`config.mk`:
```
export PLATFORM = sky130hd
export DESIGN_NAME = plob_front
export DESIGN_NICKNAME = d
export VERILOG_FILES = /design/src/design/plob_pkg.sv /design/src/design/plob_front.sv
export SDC_FILE = /design/constraint.sdc
export NUM_CORES = 1
export LEC_CHECK = 0
export ABC_CLOCK_PERIOD_IN_PS = 5950
export BUFFER_PORTS_ARGS = -buffer_cell sky130_fd_sc_hd__buf_4
export CAP_MARGIN = 20
export CELL_PAD_IN_SITES_DETAIL_PLACEMENT = 1
export CELL_PAD_IN_SITES_GLOBAL_PLACEMENT = 2
export CORE_MARGIN = 3
export CORE_UTILIZATION = 39
export DETAILED_ROUTE_END_ITERATION = 8
export GPL_TIMING_DRIVEN = 0
export PLACE_DENSITY = 0.79
export SYNTH_ARGS = -nofsm -noshare
export SYNTH_HDL_FRONTEND = slang
export SYNTH_SLANG_ARGS = --single-unit
```
`constraint.sdc`:
```
create_clock -name aclk -period 5.95 [get_ports aclk]
set_input_delay 0.2975 -clock aclk [delete_from_list [all_inputs] [get_ports aclk]]
set_output_delay 0.2975 -clock aclk [all_outputs]
set_load 0.01 [all_outputs]
```
`src/design/plob_pkg.sv`:
```
// Shared types and constants of the price-level order book.
package plob_pkg;

    localparam logic [2:0] REQ_ADD    = 3'd0;
    localparam logic [2:0] REQ_REMOVE = 3'd1;
    localparam logic [2:0] REQ_MODIFY = 3'd2;
    localparam logic [2:0] REQ_VEXEC  = 3'd3;
    localparam logic [2:0] REQ_QUERY  = 3'd4;

    localparam logic [1:0] ERR_OK    = 2'd0;
    localparam logic [1:0] ERR_SHORT = 2'd1;
    localparam logic [1:0] ERR_NOLVL = 2'd2;
    localparam logic [1:0] ERR_FULL  = 2'd3;

    localparam logic SIDE_BUY = 1'b1;

    typedef struct packed {
        logic [2:0]  req_type;
        logic        side;
        logic [31:0] price;
        logic [31:0] quantity;
        logic [31:0] new_price;
        logic [31:0] new_quantity;
    } req_t;

    typedef struct packed {
        logic        bbo_changed;
        logic [31:0] bid_price;
        logic [31:0] bid_quantity;
        logic [31:0] ask_price;
        logic [31:0] ask_quantity;
        logic [31:0] level_quantity;
        logic [1:0]  error_code;
    } rsp_t;

    typedef enum logic [3:0] {
        ST_IDLE,
        ST_SCAN,
        ST_HELD_UPD,
        ST_MAIN_UPD,
        ST_ADD_UPD,
        ST_BBO_SCAN,
        ST_BBO_DONE,
        ST_OUT
    } eng_state_t;

endpackage

```
`src/design/plob_front.sv`:
```
// Input stage: takes request beats and queues them for the engine.
module plob_front #(
    parameter int DEPTH = 2
) (
    input  logic           aclk,
    input  logic           aresetn,
    input  logic           in_valid,
    output logic           in_ready,
    input  plob_pkg::req_t in_req,
    output logic           q_valid,
    input  logic           q_ready,
    output plob_pkg::req_t q_req
);
    localparam int AW = (DEPTH > 1) ? $clog2(DEPTH) : 1;

    plob_pkg::req_t    mem_reg [DEPTH];
    logic [AW-1:0]     wr_reg, rd_reg;
    logic [AW:0]       cnt_reg;
    logic              push, pop;

    assign in_ready = (cnt_reg != (AW+1)'(DEPTH));
    assign q_valid  = (cnt_reg != '0);
    assign q_req    = mem_reg[rd_reg];
    assign push     = in_valid && in_ready;
    assign pop      = q_valid && q_ready;

    always_ff @(posedge aclk) begin
        if (push) begin
            mem_reg[wr_reg] <= in_req;
        end
        if (!aresetn) begin
            wr_reg  <= '0;
            rd_reg  <= '0;
            cnt_reg <= '0;
        end else begin
            if (push) begin
                wr_reg <= (wr_reg == AW'(DEPTH - 1)) ? '0 : wr_reg + 1'b1;
            end
            if (pop) begin
                rd_reg <= (rd_reg == AW'(DEPTH - 1)) ? '0 : rd_reg + 1'b1;
            end
            cnt_reg <= cnt_reg + (AW+1)'(push) - (AW+1)'(pop);
        end
    end

    property p_bound;
        @(posedge aclk) disable iff (!aresetn)
            cnt_reg <= (AW+1)'(DEPTH);
    endproperty
    a_bound: assert property (p_bound) else $error("queue overflow");

    property p_pop_nonempty;
        @(posedge aclk) disable iff (!aresetn)
            pop |-> (cnt_reg != '0);
    endproperty
    a_pop_nonempty: assert property (p_pop_nonempty) else $error("queue empty but valid");

    property p_cnt;
        @(posedge aclk) disable iff (!aresetn)
            (push && !pop) |=> (cnt_reg == $past(cnt_reg) + 1'b1);
    endproperty
    a_cnt: assert property (p_cnt) else $error("count did not advance");
endmodule

```
==> results of run 1 <==
-- through the flow --
step                      power, mW  utilization, %  setup WS [ns]  hold slack [ns]
after floorplan               3.150               -          1.698           0.3964
after global routing          5.712           58.71          3.607          0.01887
after detailed placement      3.749           49.92          3.760           0.4853
final                         5.472           58.71          3.769          0.02983
after CTS                     5.543           58.71          3.741         0.004648
after global placement        3.725           49.56        0.08662           0.4831
-- power breakdown --
group,leakage (nW),internal [mW],switching (mW)
logic,2.80,0.783,0.626
registers,2.51,2.31,0.0555
clock network,0.437,1.02,0.683
total,5.75,4.11,1.36
-- Yosys cell counts --
cell and n:
buf_8 1, nand3b_1 1, nand2_1 1, o21ai_0 2, nor2b_1 1, nand3_1 1
and2_1 3, mux2_2 52, dfxtp_1 5, inv_1 1, buf_6 9, nor2_1 2
mux2_4 80, buf_2 5, a21bo_2 2, or2_2 1, a21boi_0 1, ha_1 1
nand2b_1 2, and3_1 1, xnor2_1 1, edfxtp_1 264, a211oi_1 1, mux2i_1 1
a32oi_1 1
-- cell type report --
type                    instances  area [sq um]
fillers                      2259         10460
flip-flops and latches        269          8028
repair buffers                404          3423
multi-input cells             155          1951
clock buffers                  36         752.0
well taps                     330         412.9
clock inverters                16         152.6
plain buffers                  15         141.4
inverters                       1         8.758
-- final timing paths --
check | depth (start not counted) | end | slack (ns)
worst min register to register | 2 | rd_reg | 0.59
worst max register to register | 4 | mem_reg[0][46] | 3.77
worst min-delay path | 2 | cnt_reg[0] | 0.03
worst max-delay path | 4 | mem_reg[0][46] | 3.77
-- routing by layer --
| metal | part of all wire (%) | up-vias | wire length, um |
|---|---|---|---|
| met1 | 39 | 2851 | 9560 |
| met2 | 53 | 206 | 12930 |
| met4 | 2.0 | 0 | 480 |
| met3 | 6.0 | 36 | 1473 |
| li1 | - | 2619 | - |
| met5 | 0 | - | 0 |
-- cells by family after synthesis --
kind of cell               after synthesis  synth area share, %
buffers and inverters                   16                1.434
muxes                                  133                17.76
and+or+nand+nor                         13               0.7297
adders and majority gates                1               0.1236
DFF                                    269                79.34
xor gates and xnor gates                 1              0.08657
AOI/OAI and AO/OA                        7               0.5318
==> results.ini, run 1 <==
[synthesis]
synth-seq-area-share_pct=79.34
ys_warn_count=0
netlist.area_leader.share_pct=78.35
netlist_instances=440
synth_top_cell_by_area=edfxtp_1
synthTopCellsByArea=edfxtp_1, mux2_4, mux2_2
syn_area_per_cell_sq_um=23.00
synth.net_count=577
synthesis.area_sq_um=10120
ys_ff_latch=269
ys_types=25

[global_routing]
grt_overflow=0
met2_usage_pct=31.19
grt_pass1_vias=6506
antenna_found_initial=0
grt_max_degree=69
met1_usage_pct=19.84
grt_pass1_wl_um=37020
grt_busiest_layer=met2
grt_usage_pct=16.86
gr-usage-met3_pct=3.869

[sta]
finalSetupViolCount=0
relSlewSlack_pct=53.60
maxSlewViolCount=0
setup_tns_ns=0
fin_crit_ns=2.181
hold_violations=0
tightest_slew_ns=0.6960
fmaxAchievable_mhz=458.4
rsz0062_at_grt=false
fin_skew_ns=0.009536
fin_crit_sh_pct=36.66

[flow_run]
cap_violations=0

[clocking]
hold_buffers=132
clock_sinks=269
cts-root-buf=clkbuf_16
cts_buffers=28
postCtsResizedCells=0
cts_tree=yes
clockBufferDepth=3
htree_levels=1
clk_pin_slew_ns=0.06
post_cts_buffers=0
insertion_delay_ns=0.52

[worst_setup_path]
arrival_ns=2.35
required_ns=6.12
critPathBufInv=2
crit_start=cnt_reg[0]
cpPeakStageDelay_ns=0.49
critPathTopFamily=buffers and inverters
cp_max_fo=68
cp-start-kind=flop
end_kind=flop
cp_slowest_cell=inv_6
worstReg2RegStart=cnt_reg[0]
crit_chain=nand2b_1, nand3b_1, inv_6, buf_16
crit_type=flop to flop

[final_layout]
layout_common_cells=buf_4, edfxtp_1, dlygate4sd3_1
diodes=0
final_area_sq_um=14870
final_common_cell=buf_4
syn_to_final_growth_pct=46.95
drive_gt1_share_pct=51.67
largest_register_ffs=264
stdcell_count=1226
layout.nets=1011

[placement]
placed_cell_area_sq_um=12640
portBuffers=269
finalWeightedCongestion=0.7354
dp.cells=1042
hpwl_um=15510

[power]
power_density_nw_per_um2=368.0
p_leak_nw=5.745
max-vdd-ir-drop_uv=224.7

[floorplanning]
ios=270
fp.dieW_um=167.1
die_y_um=167.1
dieArea_sq_um=27910
fp-row-count=58
initial_utilization_pct=39.95
core_sq_um=25330

[drt]
num_vias=5712
viasPerCell=4.659
detail_route.iter0.violations=388
wl_per_cell_um=19.94
wl_um=24450
ant_nets=0
detail_route.drc_violations=0
dr.pass1.iters=4

[worst_hold_path]
min_path_type=input port to flop
hold_path_startpoint=aresetn

[run_status]
status=finished clean

(Power assumes the default switching activity.)
==> inputs of run 2 (changes only) <==
--- a/config.mk
+++ b/config.mk
@@ -5,16 +5,16 @@
 export SDC_FILE = /design/constraint.sdc
 export NUM_CORES = 1
 export LEC_CHECK = 0
-export ABC_CLOCK_PERIOD_IN_PS = 5950
+export ABC_CLOCK_PERIOD_IN_PS = 1900
 export BUFFER_PORTS_ARGS = -buffer_cell sky130_fd_sc_hd__buf_4
 export CAP_MARGIN = 20
 export CELL_PAD_IN_SITES_DETAIL_PLACEMENT = 1
 export CELL_PAD_IN_SITES_GLOBAL_PLACEMENT = 2
 export CORE_MARGIN = 3
-export CORE_UTILIZATION = 39
+export CORE_UTILIZATION = 35
 export DETAILED_ROUTE_END_ITERATION = 8
 export GPL_TIMING_DRIVEN = 0
-export PLACE_DENSITY = 0.79
+export PLACE_DENSITY = 0.75
 export SYNTH_ARGS = -nofsm -noshare
 export SYNTH_HDL_FRONTEND = slang
 export SYNTH_SLANG_ARGS = --single-unit
==> constraint.sdc (replaced) <==
create_clock -name aclk -period 1.9 [get_ports aclk]
set_input_delay 0.095 -clock aclk [delete_from_list [all_inputs] [get_ports aclk]]
set_output_delay 0.095 -clock aclk [all_outputs]
set_load 0.01 [all_outputs]
==> results.ini, run 2 (same netlist as run 1, synthesis figures left out) <==
[clocking]
clock_sinks=269  ; unchanged
cts_buffers=30  ; +7.1%
htree_levels=1  ; unchanged
insertion_delay_ns=0.53  ; about the same
clk_pin_slew_ns=0.06  ; about the same
clockBufferDepth=3  ; unchanged
cts-root-buf=clkbuf_16
cts_tree=yes

[sta]
timing.hold.ws_ns=0.2778  ; +0.2479 ns
finalSetupViolCount=45  ; +45
fin_crit_sh_pct=101.3
hold_violations=0  ; unchanged
maxSlewViolCount=0  ; unchanged
relSlewSlack_pct=73.66  ; +20 points
fmaxAchievable_mhz=519.5
tightest_slew_ns=0.3943  ; -0.3017 ns
rsz0062_at_grt=true
setup_ws_ns=-0.02480  ; -3.793 ns
fin_crit_ns=1.925
fin_skew_ns=0.01206  ; +0.002528 ns

[final_layout]
largest_register_ffs=264  ; unchanged
final-seq-area_sq_um=8034  ; about the same
syn_to_final_growth_pct=56.28
drive_gt1_share_pct=53.43  ; +1.8 points
final_common_cell=edfxtp_1
stdcell_count=1298  ; +5.9%
final_area_sq_um=15810  ; +6.3%
layout.nets=1036  ; +2.5%
layout_common_cells=edfxtp_1, buf_4, dlygate4sd3_1
multiInputGateArea_sq_um=1958  ; +0.39%
nFillCells=2494  ; +10%
post-route-util_pct=56.15  ; -2.6 points

[worst_setup_path]
rrSetupSlack_ns=0.15  ; -3.62 ns
crit_type=flop to primary output
worstReg2RegStart=cnt_reg[0]
arrival_ns=1.83  ; -0.52 ns
cp-start-kind=flop
required_ns=1.80  ; -4.32 ns
r2r_cells=5  ; +1
end_kind=primary output
r2r_end=mem_reg[0][84]
cp_max_fo=8  ; -88%

[floorplanning]
die_y_um=176.0  ; +5.4%
core_sq_um=28160  ; +11%
initial_utilization_pct=35.93  ; -4.0 points
fp-row-count=61  ; +5.2%
dieArea_sq_um=30990  ; +11%
fp.dieW_um=176.0  ; +5.4%
ios=270  ; unchanged

[drt]
detail_route.drc_violations=0  ; unchanged
ant_nets=0  ; unchanged
wl_per_cell_um=20.87  ; +4.7%
dr.pass1.iters=4  ; unchanged
num_vias=5819  ; +1.9%
detail_route.iter0.violations=255  ; -34%
viasPerCell=4.483  ; -3.8%
wl_um=27090  ; +11%

[worst_hold_path]
hold_path_startpoint=in_req[33]
hold_depth=2  ; unchanged
min_path_type=input port to flop
min_to=mem_reg[0][33]

[placement]
dp.cells=1092  ; +4.8%
finalWeightedCongestion=0.7329  ; -0.34%
portBuffers=269  ; unchanged
hpwl_um=15790  ; +1.8%
placed_cell_area_sq_um=12740  ; +0.80%

[global_routing]
grt_usage_pct=17.22  ; +0.36 points
grt_overflow=0  ; unchanged
grt_max_degree=122  ; +77%
grt_pass1_wl_um=41110  ; +11%
grt_pass1_vias=6805  ; +4.6%
antenna_found_initial=0  ; unchanged

[power]
max-vdd-ir-drop_uv=1321  ; +490%
power_density_nw_per_um2=1184  ; +220%
p_leak_nw=6.088  ; +6.0%

[flow_run]
cap_violations=0  ; unchanged

[run_status]
violations=setup timing
status=finished with violations

run 2: routing by layer:
| layer | part of all wire (%) | routed length, um | GRT usage (%) |
|---|---|---|---|
| met5 | 0 | 0 | 0 |
| met4 | 1.3 | 359 | 3.068 |
| met3 | 6.1 | 1662 | 4.581 |
| met2 | 55 | 14980 | 32.90 |
| met1 | 37 | 10090 | 19.33 |
run 2: worst max path at each step:
stage / end / slack, ns / cells past startpoint
after floorplan: mem_reg[0][0] / -1.08 / 3
after global placement: mem_reg[0][64] / -2.15 / 3
after detailed placement: mem_reg[0][60] / -0.40 / 5
after CTS: q_req[82] / -0.1 / 6
after global routing: q_req[90] / -0.12 / 5
final: q_req[82] / -0.02 / 5
run 2: report_power, final:
group / switching, mW / internal [mW]
clock: 2.23 / 3.62
combinational: 2.22 / 3.22
sequential: 0.205 / 7.23
run 2: per-stage QoR:
stage	TNS (ns)	total power, mW	setup slack [ns]
floorplan	-237.86	9.846	-1.083
CTS	-4.958	19.06	-0.09649
detailed placement	-30.64	11.78	-0.4018
global placement	-480.40	11.64	-2.150
finish	-0.5638	18.73	-0.02480
global route	-5.855	19.53	-0.1175
run 2: final cells by class:
type	instances	area share [%]
Antenna cell	1	0.01583
Buffer	12	1.124
Clock buffer	41	5.333
Clock inverter	11	1.021
Inverter	1	0.04748
Multi-Input combinational cell	155	12.38
Sequential cell	269	50.81
Tap cell	378	2.991
Timing Repair Buffer	429	26.23
Timing Repair inverter	1	0.04748
run 2: worst max-delay path: stages, from the launching register on:
cell     delay (ns)
dfxtp_4        0.44
buf_16         0.18
buf_12         0.13
buf_12         0.11
mux2_4         0.30
buf_6          0.12
run 2: what timing repair did:
action / in CTS / in global routing
setup endpoints to repair: 281 / 238
hold endpoints to repair: 269 / 0
setup buffers: 13 / 1
cloned: 11 / 1
hold buffers: 135 / 0
resized for setup: 109 / 11
